==> config.mk <==
export PLATFORM = sky130hd
export DESIGN_NAME = keyboard_scancode_line_decoder_top_flat
export DESIGN_NICKNAME = d
export VERILOG_FILES = /design/src/rtl/core/kbdsc_pkg.sv /design/src/rtl/core/kbdsc_if.sv /design/src/rtl/core/kbdsc_line_ctrl.sv /design/src/rtl/core/keyboard_scancode_line_decoder_top.sv /design/src/flat_wrapper.sv
export SDC_FILE = /design/constraint.sdc
export NUM_CORES = 1
export LEC_CHECK = 0
export BUFFER_PORTS_ARGS = -buffer_cell sky130_fd_sc_hd__buf_2
export CAP_MARGIN = 20
export CORE_ASPECT_RATIO = 2
export CORE_MARGIN = 3
export CORE_UTILIZATION = 35
export DETAILED_ROUTE_END_ITERATION = 7
export PLACE_DENSITY = 0.51
export SLEW_MARGIN = 5
export SYNTH_ARGS = -nofsm -noshare
export SYNTH_HDL_FRONTEND = slang
export SYNTH_SLANG_ARGS = --single-unit
==> constraint.sdc <==
create_clock -name clk_i -period 4.4 [get_ports clk_i]
set_input_delay 0.44 -clock clk_i [delete_from_list [all_inputs] [get_ports clk_i]]
set_output_delay 0.44 -clock clk_i [all_outputs]
set_load 0.05 [all_outputs]
==> src/rtl/core/kbdsc_pkg.sv <==
// ============================================================================
// kbdsc_pkg
// Shared types, key codes and the US-layout scan code table for the
// set-1 scan code line decoder.
// ============================================================================
package kbdsc_pkg;

  // Line store depth; the fill counter must be able to hold the depth itself
  localparam int unsigned LineDepth = 128;
  localparam int unsigned CntW      = $clog2(LineDepth + 1);

  // Event kinds on the result channel
  typedef enum logic [2:0] {
    KIND_CHAR      = 3'd0,
    KIND_LINE_END  = 3'd1,
    KIND_BACKSPACE = 3'd2,
    KIND_CUR_LEFT  = 3'd3,
    KIND_CUR_RIGHT = 3'd4
  } kind_e;

  // Key codes with special handling
  localparam logic [6:0] KeyEsc       = 7'h01;
  localparam logic [6:0] KeyBackspace = 7'h0E;
  localparam logic [6:0] KeyEnter     = 7'h1C;
  localparam logic [6:0] KeyCtrl      = 7'h1D;
  localparam logic [6:0] KeyLShift    = 7'h2A;
  localparam logic [6:0] KeyRShift    = 7'h36;
  localparam logic [6:0] KeyAlt       = 7'h38;
  localparam logic [6:0] KeyCaps      = 7'h3A;
  localparam logic [6:0] KeyF1        = 7'h3B;
  localparam logic [6:0] KeyF2        = 7'h3C;
  localparam logic [6:0] KeyF3        = 7'h3D;
  localparam logic [6:0] KeyF4        = 7'h3E;
  localparam logic [6:0] KeyF5        = 7'h3F;
  localparam logic [6:0] KeyF6        = 7'h40;
  localparam logic [6:0] KeyF7        = 7'h41;
  localparam logic [6:0] KeyF8        = 7'h42;
  localparam logic [6:0] KeyF9        = 7'h43;
  localparam logic [6:0] KeyF10       = 7'h44;
  localparam logic [6:0] KeyUp        = 7'h48;
  localparam logic [6:0] KeyLeft      = 7'h4B;
  localparam logic [6:0] KeyRight     = 7'h4D;
  localparam logic [6:0] KeyDown      = 7'h50;
  localparam logic [6:0] KeyDelete    = 7'h53;
  localparam logic [6:0] KeyF11       = 7'h57;
  localparam logic [6:0] KeyF12       = 7'h58;
  localparam logic [6:0] KeyPrefix    = 7'h60;

  localparam logic [7:0] CharNewline  = 8'h0A;
  localparam logic [7:0] CharUnknown  = 8'hFF;

  // One decoded event
  typedef struct packed {
    kind_e       kind;
    logic [7:0]  char_code;
    logic [7:0]  line_pos;
    logic        overflow;
  } evt_t;

  // US-layout glyph lookup; upper selects the shifted glyph
  function automatic logic [7:0] key_char(input logic [6:0] code, input logic upper);
    logic [7:0] lo;
    logic [7:0] hi;
    lo = {1'b0, code};
    hi = {1'b0, code};
    case (code)
      7'h00: begin lo = CharUnknown; hi = CharUnknown; end
      7'h02: begin lo = 8'h31; hi = 8'h21; end
      7'h03: begin lo = 8'h32; hi = 8'h40; end
      7'h04: begin lo = 8'h33; hi = 8'h23; end
      7'h05: begin lo = 8'h34; hi = 8'h24; end
      7'h06: begin lo = 8'h35; hi = 8'h25; end
      7'h07: begin lo = 8'h36; hi = 8'h5E; end
      7'h08: begin lo = 8'h37; hi = 8'h26; end
      7'h09: begin lo = 8'h38; hi = 8'h2A; end
      7'h0A: begin lo = 8'h39; hi = 8'h28; end
      7'h0B: begin lo = 8'h30; hi = 8'h29; end
      7'h0C: begin lo = 8'h2D; hi = 8'h5F; end
      7'h0D: begin lo = 8'h3D; hi = 8'h2B; end
      7'h0E: begin lo = 8'h08; hi = 8'h08; end
      7'h0F: begin lo = 8'h09; hi = 8'h09; end
      7'h10: begin lo = 8'h71; hi = 8'h51; end
      7'h11: begin lo = 8'h77; hi = 8'h57; end
      7'h12: begin lo = 8'h65; hi = 8'h45; end
      7'h13: begin lo = 8'h72; hi = 8'h52; end
      7'h14: begin lo = 8'h74; hi = 8'h54; end
      7'h15: begin lo = 8'h79; hi = 8'h59; end
      7'h16: begin lo = 8'h75; hi = 8'h55; end
      7'h17: begin lo = 8'h69; hi = 8'h49; end
      7'h18: begin lo = 8'h6F; hi = 8'h4F; end
      7'h19: begin lo = 8'h70; hi = 8'h50; end
      7'h1A: begin lo = 8'h5B; hi = 8'h7B; end
      7'h1B: begin lo = 8'h5D; hi = 8'h7D; end
      7'h1C: begin lo = 8'h0A; hi = 8'h0A; end
      7'h1E: begin lo = 8'h61; hi = 8'h41; end
      7'h1F: begin lo = 8'h73; hi = 8'h53; end
      7'h20: begin lo = 8'h64; hi = 8'h44; end
      7'h21: begin lo = 8'h66; hi = 8'h46; end
      7'h22: begin lo = 8'h67; hi = 8'h47; end
      7'h23: begin lo = 8'h68; hi = 8'h48; end
      7'h24: begin lo = 8'h6A; hi = 8'h4A; end
      7'h25: begin lo = 8'h6B; hi = 8'h4B; end
      7'h26: begin lo = 8'h6C; hi = 8'h4C; end
      7'h27: begin lo = 8'h3B; hi = 8'h3A; end
      7'h28: begin lo = 8'h27; hi = 8'h22; end
      7'h29: begin lo = 8'h60; hi = 8'h7E; end
      7'h2B: begin lo = 8'h5C; hi = 8'h7C; end
      7'h2C: begin lo = 8'h7A; hi = 8'h5A; end
      7'h2D: begin lo = 8'h78; hi = 8'h58; end
      7'h2E: begin lo = 8'h63; hi = 8'h43; end
      7'h2F: begin lo = 8'h76; hi = 8'h56; end
      7'h30: begin lo = 8'h62; hi = 8'h42; end
      7'h31: begin lo = 8'h6E; hi = 8'h4E; end
      7'h32: begin lo = 8'h6D; hi = 8'h4D; end
      7'h33: begin lo = 8'h2C; hi = 8'h3C; end
      7'h34: begin lo = 8'h2E; hi = 8'h3E; end
      7'h35: begin lo = 8'h2F; hi = 8'h3F; end
      7'h37: begin lo = 8'h2A; hi = 8'h2A; end
      7'h39: begin lo = 8'h20; hi = 8'h20; end
      7'h4A: begin lo = 8'h2D; hi = 8'h2D; end
      7'h4C: begin lo = CharUnknown; hi = CharUnknown; end
      7'h4E: begin lo = 8'h2B; hi = 8'h2B; end
      7'h54, 7'h55, 7'h56: begin lo = CharUnknown; hi = CharUnknown; end
      default: begin
        // codes past the table are unknown; the rest map to themselves
        if (code >= 7'h59) begin
          lo = CharUnknown;
          hi = CharUnknown;
        end
      end
    endcase
    return upper ? hi : lo;
  endfunction

endpackage

==> src/rtl/core/kbdsc_if.sv <==
// ============================================================================
// kbdsc_scan_if / kbdsc_event_if
// Valid/ready channels for raw scan bytes and decoded line events.
// ============================================================================
interface kbdsc_scan_if;
  logic       valid;
  logic       ready;
  logic [7:0] scan_byte;

  modport source (output valid, output scan_byte, input ready);
  modport sink   (input valid, input scan_byte, output ready);
endinterface

interface kbdsc_event_if;
  logic       valid;
  logic       ready;
  logic [2:0] event_kind;
  logic [7:0] char_code;
  logic [7:0] line_pos;
  logic       line_overflow;

  modport source (output valid, output event_kind, output char_code,
                  output line_pos, output line_overflow, input ready);
  modport sink   (input valid, input event_kind, input char_code,
                  input line_pos, input line_overflow, output ready);
endinterface

==> src/rtl/core/kbdsc_line_ctrl.sv <==
// ============================================================================
// kbdsc_line_ctrl
// Keeps shift, caps and line position; classifies one scan byte per cycle
// in which fire_i accepts it and produces at most one event.
// ============================================================================
module kbdsc_line_ctrl (
  input  logic             clk_i,
  input  logic             rst_ni,
  input  logic             fire_i,
  input  logic [7:0]       scan_byte_i,
  output logic             evt_valid_o,
  output kbdsc_pkg::evt_t  evt_o
);

  logic                       shift_q, shift_d;
  logic                       caps_q, caps_d;
  logic [kbdsc_pkg::CntW-1:0] count_q, count_d;

  logic [6:0] code;
  logic       pressed;
  logic       upper;
  logic       full;

  assign code    = scan_byte_i[6:0];
  assign pressed = ~scan_byte_i[7];
  assign full    = (count_q >= kbdsc_pkg::CntW'(kbdsc_pkg::LineDepth));
  // digit row follows shift, everything else follows caps
  assign upper   = (code >= 7'h02 && code <= 7'h0B) ? shift_q : caps_q;

  // Key classification and next state
  always_comb begin
    shift_d         = shift_q;
    caps_d          = caps_q;
    count_d         = count_q;
    evt_valid_o     = 1'b0;
    evt_o.kind      = kbdsc_pkg::KIND_CHAR;
    evt_o.char_code = 8'h00;
    evt_o.line_pos  = 8'(count_q);
    evt_o.overflow  = 1'b0;
    case (code)
      kbdsc_pkg::KeyPrefix, kbdsc_pkg::KeyUp, kbdsc_pkg::KeyDown: begin
      end
      kbdsc_pkg::KeyEsc, kbdsc_pkg::KeyEnter: begin
        if (!pressed) begin
          count_d         = '0;
          evt_valid_o     = 1'b1;
          evt_o.kind      = kbdsc_pkg::KIND_LINE_END;
          evt_o.char_code = kbdsc_pkg::CharNewline;
          evt_o.line_pos  = 8'h00;
        end
      end
      kbdsc_pkg::KeyCtrl, kbdsc_pkg::KeyAlt, kbdsc_pkg::KeyLShift,
      kbdsc_pkg::KeyRShift, kbdsc_pkg::KeyDelete, kbdsc_pkg::KeyF11,
      kbdsc_pkg::KeyF12, kbdsc_pkg::KeyF1, kbdsc_pkg::KeyF2, kbdsc_pkg::KeyF3,
      kbdsc_pkg::KeyF4, kbdsc_pkg::KeyF5, kbdsc_pkg::KeyF6, kbdsc_pkg::KeyF7,
      kbdsc_pkg::KeyF8, kbdsc_pkg::KeyF9, kbdsc_pkg::KeyF10: begin
        shift_d = pressed;
        caps_d  = ~caps_q;
      end
      kbdsc_pkg::KeyCaps: begin
        if (pressed) caps_d = ~caps_q;
      end
      kbdsc_pkg::KeyLeft: begin
        if (pressed) begin
          evt_valid_o = 1'b1;
          evt_o.kind  = kbdsc_pkg::KIND_CUR_LEFT;
        end
      end
      kbdsc_pkg::KeyRight: begin
        if (pressed) begin
          evt_valid_o = 1'b1;
          evt_o.kind  = kbdsc_pkg::KIND_CUR_RIGHT;
        end
      end
      kbdsc_pkg::KeyBackspace: begin
        if (pressed) begin
          // saturate at the start of the line
          if (count_q != '0) count_d = count_q - 1'b1;
          evt_valid_o    = 1'b1;
          evt_o.kind     = kbdsc_pkg::KIND_BACKSPACE;
          evt_o.line_pos = 8'(count_d);
        end
      end
      default: begin
        if (!pressed) begin
          evt_valid_o     = 1'b1;
          evt_o.char_code = kbdsc_pkg::key_char(code, upper);
          evt_o.overflow  = full;
          if (!full) count_d = count_q + 1'b1;
        end
      end
    endcase
  end

  // State registers, updated only on an accepted byte
  always_ff @(posedge clk_i or negedge rst_ni) begin
    if (!rst_ni) begin
      shift_q <= 1'b0;
      caps_q  <= 1'b0;
      count_q <= '0;
    end else if (fire_i) begin
      shift_q <= shift_d;
      caps_q  <= caps_d;
      count_q <= count_d;
    end
  end

endmodule

==> src/rtl/core/keyboard_scancode_line_decoder_top.sv <==
// ============================================================================
// keyboard_scancode_line_decoder_top
// Set-1 scan bytes in, US-layout line events out.
// ============================================================================
// Usage:
//   scan_i  carries one raw set-1 scan byte per transaction (bit 7 = release).
//   event_o carries at most one event per byte: character, line end,
//           backspace, cursor left or cursor right, with the line position
//           and an overflow flag for characters typed into a full line.
//   Bytes that cause no event (modifiers, caps, prefixes, up/down, presses of
//   character/Esc/Enter keys, releases of other keys) are consumed silently.
// Timing:
//   A byte sits in the input register; its event is decoded from there and
//   captured in the output register. One byte is taken every cycle unless
//   event_o stalls; the decode is a single table lookup and counter step.
// Reset:
//   Shift and caps clear, the line position returns to zero, both stages
//   empty.
// Stall:
//   While event_o is held off the output register keeps its event and the
//   input register holds one more byte; scan_i.ready drops once both full.
// ============================================================================
module keyboard_scancode_line_decoder_top (
  input  logic                 clk_i,
  input  logic                 rst_ni,
  kbdsc_scan_if.sink           scan_i,
  kbdsc_event_if.source        event_o
);

  logic            in_valid_q;
  logic [7:0]      in_byte_q;
  logic            out_valid_q;
  kbdsc_pkg::evt_t out_evt_q;

  logic            out_free;
  logic            fire;
  logic            evt_valid;
  kbdsc_pkg::evt_t evt;

  assign out_free     = ~out_valid_q | event_o.ready;
  assign fire         = in_valid_q & out_free;
  assign scan_i.ready = ~in_valid_q | out_free;

  // Input register
  always_ff @(posedge clk_i or negedge rst_ni) begin
    if (!rst_ni) begin
      in_valid_q <= 1'b0;
    end else if (scan_i.ready) begin
      in_valid_q <= scan_i.valid;
    end
  end

  always_ff @(posedge clk_i) begin
    if (scan_i.ready && scan_i.valid) begin
      in_byte_q <= scan_i.scan_byte;
    end
  end

  kbdsc_line_ctrl u_line_ctrl (
    .clk_i       (clk_i),
    .rst_ni      (rst_ni),
    .fire_i      (fire),
    .scan_byte_i (in_byte_q),
    .evt_valid_o (evt_valid),
    .evt_o       (evt)
  );

  // Result register
  always_ff @(posedge clk_i or negedge rst_ni) begin
    if (!rst_ni) begin
      out_valid_q <= 1'b0;
    end else if (out_free) begin
      out_valid_q <= fire & evt_valid;
    end
  end

  always_ff @(posedge clk_i) begin
    if (fire && evt_valid) begin
      out_evt_q <= evt;
    end
  end

  assign event_o.valid         = out_valid_q;
  assign event_o.event_kind    = out_evt_q.kind;
  assign event_o.char_code     = out_evt_q.char_code;
  assign event_o.line_pos      = out_evt_q.line_pos;
  assign event_o.line_overflow = out_evt_q.overflow;

endmodule

==> src/flat_wrapper.sv <==
// flat-port wrapper written by rule: the top's interface ports become plain ports
module keyboard_scancode_line_decoder_top_flat 
  (clk_i, rst_ni, scan_i_valid, scan_i_scan_byte, scan_i_ready, event_o_valid, event_o_event_kind, event_o_char_code, event_o_line_pos, event_o_line_overflow, event_o_ready);
  kbdsc_scan_if scan_i_i ();
  kbdsc_event_if event_o_i ();
  input  logic clk_i;
  input  logic rst_ni;
  input wire logic [$bits(scan_i_i.valid)-1:0] scan_i_valid;
  input wire logic [$bits(scan_i_i.scan_byte)-1:0] scan_i_scan_byte;
  output wire logic [$bits(scan_i_i.ready)-1:0] scan_i_ready;
  output wire logic [$bits(event_o_i.valid)-1:0] event_o_valid;
  output wire logic [$bits(event_o_i.event_kind)-1:0] event_o_event_kind;
  output wire logic [$bits(event_o_i.char_code)-1:0] event_o_char_code;
  output wire logic [$bits(event_o_i.line_pos)-1:0] event_o_line_pos;
  output wire logic [$bits(event_o_i.line_overflow)-1:0] event_o_line_overflow;
  input wire logic [$bits(event_o_i.ready)-1:0] event_o_ready;
  assign scan_i_i.valid = scan_i_valid;
  assign scan_i_i.scan_byte = scan_i_scan_byte;
  assign scan_i_ready = scan_i_i.ready;
  assign event_o_valid = event_o_i.valid;
  assign event_o_event_kind = event_o_i.event_kind;
  assign event_o_char_code = event_o_i.char_code;
  assign event_o_line_pos = event_o_i.line_pos;
  assign event_o_line_overflow = event_o_i.line_overflow;
  assign event_o_i.ready = event_o_ready;
  keyboard_scancode_line_decoder_top u_core (.clk_i(clk_i), .rst_ni(rst_ni), .scan_i(scan_i_i), .event_o(event_o_i));
endmodule
**Word level (Yosys, flattened, before mapping)**

Cells that the tools add are included.

- Add/sub/neg operators: 2
- Order comparisons: 4
- Equal/unequal tests: 85
- Muxes and demuxes: 24
- Bitwise logic cells: 9
- Reduce and logical (&&, ||, !) cells: 21

Operators with widths:

| kind | count |
|---|---|
| $pmux 8 s53 | 1 |
| $pmux 8 s52 | 1 |
| $eq 7x6->1 const B | 32 |
| $eq 7x7->1 const B | 19 |
| $eq 7x5->1 const B | 16 |
| $mux 8 | 8 |
| $eq 7x4->1 const B | 8 |
| $pmux 8 s2 | 2 |
| $eq 7x3->1 const B | 4 |
| $reduce_or 27->1 | 1 |
| $pmux 8 s3 | 1 |
| $reduce_or 24->1 | 1 |
| $reduce_or 23->1 | 1 |
| $reduce_or 21->1 | 1 |
| $mux 17 | 1 |
| $reduce_or 17->1 | 1 |
| $eq 7x2->1 const B | 2 |
| $pmux 3 s4 | 1 |
| $add 8x1->8 const B | 1 |
| $ge 8x8->1 const B | 1 |
| $reduce_bool 8->1 | 1 |
| $reduce_or 2->1 | 4 |
| $sub 8x1->8 const B | 1 |
| $eq 7x1->1 const B | 1 |
| other kinds (21) | 35 |

- Register bits after elaboration: 40
- Output and inout bits: 22
- Logic and storage cells: 155

**Longest topological paths before layout**

- Word-level depth: 6
- Gate-level depth with buffers: 11
- Gate-level depth less buffers: 8

**Modules after synthesis**

A second synthesis with hierarchy kept.

- Cells, all modules: 516
- Area total of the unflattened synthesis: 3,972.6 sq um

Modules (own cells, without submodules):

| module | times used | cells an instance | area an instance (sq um) | sequential area each (sq um) |
|---|---|---|---|---|
| kbdsc_line_ctrl | 1 | 478 | 3,020.4 | 250.2 |
| keyboard_scancode_line_decoder_top | 1 | 38 | 952.2 | 890.9 |

**Worst setup path before layout**

No wires, ideal clock.

- Path kind: register -> register
- From: reg u_core.in_byte_q[2]
- To: reg u_core.out_evt_q (netlist bit u_core.event_o.char_code[0]), enable pin
- Data arrival time: 3.036 ns
- Required time: 3.996 ns
- Setup slack: 0.960 ns
- Stages on the path, launching flop included: 10
- Path buffers: 5
- Clock period less this slack: 3.440 ns
- Path through: edfxtp_1 clkbuf_1 buf_1 buf_2 buf_2 buf_1 nand3_1 a211oi_1 nand2_1 a21oi_1

- Word-level cells in the longest chain between the ends: 4
- Elaborated cells on any way between the ends: 28

RTL lines:

| element | line | source |
|---|---|---|
| from (decl) | keyboard_scancode_line_decoder_top.sv:31 | `logic [7:0] in_byte_q;` |
| from (signal assigned) | keyboard_scancode_line_decoder_top.sv:55 | `in_byte_q <= scan_i.scan_byte;` |
| $eq 7x6->1 (tied with other cells) | kbdsc_line_ctrl.sv:40 | `case (code)` |
| $reduce_or 21->1 (no source line) or $reduce_or 3->1 (tied branches) | - |  |
| $pmux 1 s2 (*) | kbdsc_line_ctrl.sv:40 |  |
| $logic_and 1x1->1 (*) | keyboard_scancode_line_decoder_top.sv:78 | `if (fire && evt_valid) begin` |
| to (signal assigned) | keyboard_scancode_line_decoder_top.sv:79 | `out_evt_q <= evt;` |
| to (decl) | keyboard_scancode_line_decoder_top.sv:33 | `kbdsc_pkg::evt_t out_evt_q;` |

Mark *: on every way between the ends. The rest lies on a longest branch, timed or not.
A chain may end at the register's enable or synchronous reset.

**Final worst setup path**

- From: reg u_core.in_byte_q[2]
- To: reg u_core.u_line_ctrl.count_q[2] in the netlist's numbering

- Word-level cells in the longest chain between the ends: 4
- Elaborated cells on any way between the ends: 34

RTL lines:

| element | line | source |
|---|---|---|
| $eq 7x7->1 (tied with other cells) | kbdsc_line_ctrl.sv:40 |  |
| $reduce_or 23->1 (no source line) or $reduce_or 2->1 (tied branches) | - |  |
| $not 1->1 (no source line) (tied with other cells) | - |  |
| $reduce_and 5->1 (no source line) | - |  |
| to (signal assigned) | kbdsc_line_ctrl.sv:104 | `count_q <= count_d;` |
| to (decl) | kbdsc_line_ctrl.sv:17 | `logic [kbdsc_pkg::CntW-1:0] count_q, count_d;` |

Several ways; a longest one is shown, not always the timed one.

==> reports/results.tsv <==
stage	metric	value	unit
placement	io_buffers	33	
clock_network	root_buffer	clkbuf_16	
synth	ys.flop_type	edfxtp_1	
floorplanning	die_area	12400	µm²
layout	final_common_cell	o21ai_0	
placement	postPlaceCellArea	4130	µm²
drt	final_antenna_net_count	0	
setup_path	cp-start-kind	flip-flop	
timing	tns	0	ns
layout	fin_cells	639	
power	seq_power_share	36.6	%
grt	grt_remaining_overflow	0	
drt	wl	16.5	mm
power	peakVddDrop	232	µV
clock_network	clk_path_buf_depth	2	
clock_network	post-cts-setup-buffer-count	0	
timing	hold_viol_final	0	
floorplanning	core_area	10700	µm²
layout	final-seq-area	1140	µm²
grt	antenna_found_initial	0	
timing	clock_skew	0.00769	ns
synth	post_synth_num_cell_types	69	
timing	fin_crit_sh	79.5	%
synth	syn_avg_cell_area	7.86	µm²
timing	max_slew_margin	28.2	%
drt	drt-wirelength-per-cell	25.9	µm
placement	place_inst	630	
layout	nets	516	
clock_network	cts.htree.levels	2	
layout	final_area	4310	µm²
power	p_leak	1.53	nW
synth	ys.warnings.count	0	
drt	dr.pass1.iters	8	
setup_path	critPathRequiredTime	4.53	ns
clock_network	cts.clk_slew.worst_paths	0.06	ns
timing	fin_crit	3.50	ns
drt	vias	4355	
grt	grt_first_pass_wirelength	25.4	mm
power	power_density	369	nW/µm²
synth	synth-edff-count	28	
clock_network	cts_hold_buf	0	
layout	layout_common_cells	o21ai_0 (37), nor2_1 (35), nand2_1 (35), buf_2 (33), edfxtp_1 (28)	
synth	async_flop_share	30.0	%
power	power.internal	0.000941	W
timing	maxSlewViolCount	0	
floorplanning	die_y	155	µm
synth	syn_area	3870	µm²
floorplanning	die_w	80.3	µm
power	power_switching	0.000651	W
synth	synth_top_area_cell	edfxtp_1	
timing	rsz0062_at_grt	false	
setup_path	path_max_fanout	28	
timing	tightest_slew	1.07	ns
synth	synth_nets	507	
floorplanning	std_cell_rows	53	
synth	synth_top_family_by_area	compound AO/OA/AOI/OAI gates	
layout	post-route-util	40.4	%
layout	areaGrowthSynthToFinish	11.5	%
floorplanning	ios	34	
power	combinationalPowerShare	38.1	%
timing	timing.fmax	0.286	GHz
synth	syn_inst	492	
power	totalPowerFinal	0.00159	W
setup_path	critPathKind	flip-flop to flip-flop	
grt	grt_pass1_vias	4276	
synth	synth_area_leaders	edfxtp_1 (22%), dfrtp_1 (7.8%), o21ai_0 (4.8%)	
synth	seq_area_frac_synth	29.5	%
layout	fillCellCount	1102	
synth	synthMuxAreaShare	0.259	%
placement	routabilityCongestion	1.05	
drt	drtIter0Drc	465	
clock_network	clock_sinks	40	
timing	setup_violations	0	
synth	synth-seq-cells	40	
synth	synth_compound_area_share	31.9	%
placement	dp_hpwl	12.2	mm
status	violations	DRC	
layout	multiInputGateArea	2460	µm²
worst_hold_path	hp-class	input pin to async pin	
drt	drc_errors	13	
synth	yosys.area.top_type_share	21.7	%
synth	yosys.area_share.simple	28.2	%
setup_path	cp-end-kind	flip-flop	
clock_network	post_cts_resized	0	
status	status	complete, but fails checks	
layout	final_layout_size_suffix_gt1_share	14.7	%
grt	grt_use_total	27.1	%
power	swShare	40.9	%
layout	num_antenna_cells	0	
clock_network	cts_buffers	5	
grt	grt_start_max_net_pins	35	
synth	synthAdderAreaFrac	0.970	%
drt	viasPerCell	6.82	
flow_run	drv_cap	0	
power	clockPowerShare	25.3	%
floorplanning	initial_core_util	36.2	%
setup_path	arrival	3.63	ns
synth	synth_xor_area_share	2.04	%
clock_network	cts_tree	yes	
clock_network	clk_latency	0.29	ns
metrics by stage:
stage	hold slack (ns)	setup slack, ns
2_1_floorplan	0.144	0.960
3_3_place_gp	0.330	0.998
3_5_place_dp	0.332	0.993
4_1_cts	0.0262	0.956
5_1_grt	0.0438	0.744
6_report	0.0201	0.903
critical path, stage by stage, from the launching register on:
cell and delay [ns]:
edfxtp_1 0.77, or4b_4 0.64, a2111o_1 0.46, and2_4 0.24, a2111oi_4 0.63, and2_1 0.41, a31oi_1 0.16
power groups by stage:
stage / clock [W] / combinational [W] / sequential [W]
2_1_floorplan: 0 / 0.000388 / 0.000589
3_3_place_gp: 0 / 0.000590 / 0.000587
3_5_place_dp: 0 / 0.000586 / 0.000584
4_1_cts: 0.000407 / 0.000588 / 0.000578
5_1_grt: 0.000420 / 0.000651 / 0.000592
6_report: 0.000403 / 0.000607 / 0.000582
layer usage:
layer	wire, µm	part of all wire, %	vias to the layer above	global-route usage (%)
met5	0	0	-	0
met4	1370	8.3	0	18.6
met3	1120	6.8	85	2.33
met2	8770	53	339	49.6
met1	5270	32	2015	28.0
li1	-	-	1916	-
worst paths after layout:
| path | cells after the start | slack (ns) | startpoint | endpoint |
|---|---|---|---|---|
| setup / recovery | 6 | 0.90 | u_core.in_byte_q[2]$_DFFE_PP_ | u_core.u_line_ctrl.count_q[2]$_DFFE_PN0P_ |
| hold / removal | 1 | 0.02 | rst_ni | u_core.event_o.valid$_DFFE_PN0P_ |
| setup reg to reg | 6 | 0.90 | u_core.in_byte_q[2]$_DFFE_PP_ | u_core.u_line_ctrl.count_q[2]$_DFFE_PN0P_ |
| min in group clk_i | 1 | 0.32 | scan_i_scan_byte[6] | u_core.in_byte_q[6]$_DFFE_PP_ |
| max in group asynchronous | 1 | 4.17 | rst_ni | u_core.u_line_ctrl.count_q[3]$_DFFE_PN0P_ |
| hold reg to reg | 1 | 0.53 | u_core.u_line_ctrl.caps_q$_DFFE_PN0P_ | u_core.u_line_ctrl.caps_q$_DFFE_PN0P_ |
state kept, by name (all words and copies together), names as in the netlist:
signal,count
u_core.u_line_ctrl.caps_q,1
u_core.in_valid_q,1
u_core.event_o.line_pos,8
u_core.u_line_ctrl.count_q,8
u_core.event_o.line_overflow,1
u_core.in_byte_q,8
u_core.event_o.char_code,8
u_core.event_o.valid,1
u_core.u_line_ctrl.shift_q,1
u_core.event_o.event_kind,3
cell families after synthesis:
| group | Yosys count |
|---|---|
| simple gates | 198 |
| fa+ha+maj | 3 |
| buf+inv | 64 |
| compound gates | 177 |
| xor+xnor | 9 |
| mux | 1 |
| flops | 40 |
synthesized netlist by cell type, types with 5 or more instances:
cell and count:
o22ai_1 10, o31ai_1 6, inv_1 10, dfrtp_1 12
a2111oi_0 5, nor3_1 9, nand2b_1 18, nor2b_1 15
nor2_1 35, or3_1 9, a21oi_1 28, a31oi_1 19
o21ai_0 37, a22o_1 7, and3_1 6, or4_1 5
clkbuf_1 37, o211ai_1 6, a32o_1 5, nor3b_1 5
nand3_1 18, nand2_1 35, edfxtp_1 28, buf_1 6
nor4_1 16, xor2_1 6
layout make-up:
cell class                      count  share of cell area, %
Clock buffer                        6                   2.99
Clock inverter                      2                  0.812
Inverter                           12                   1.04
Multi-Input combinational cell    388                   57.1
Sequential cell                    40                   26.5
Tap cell                          137                   3.97
Timing Repair Buffer               54                   7.66
No activity file was read; power rests on OpenSTA's default activity.
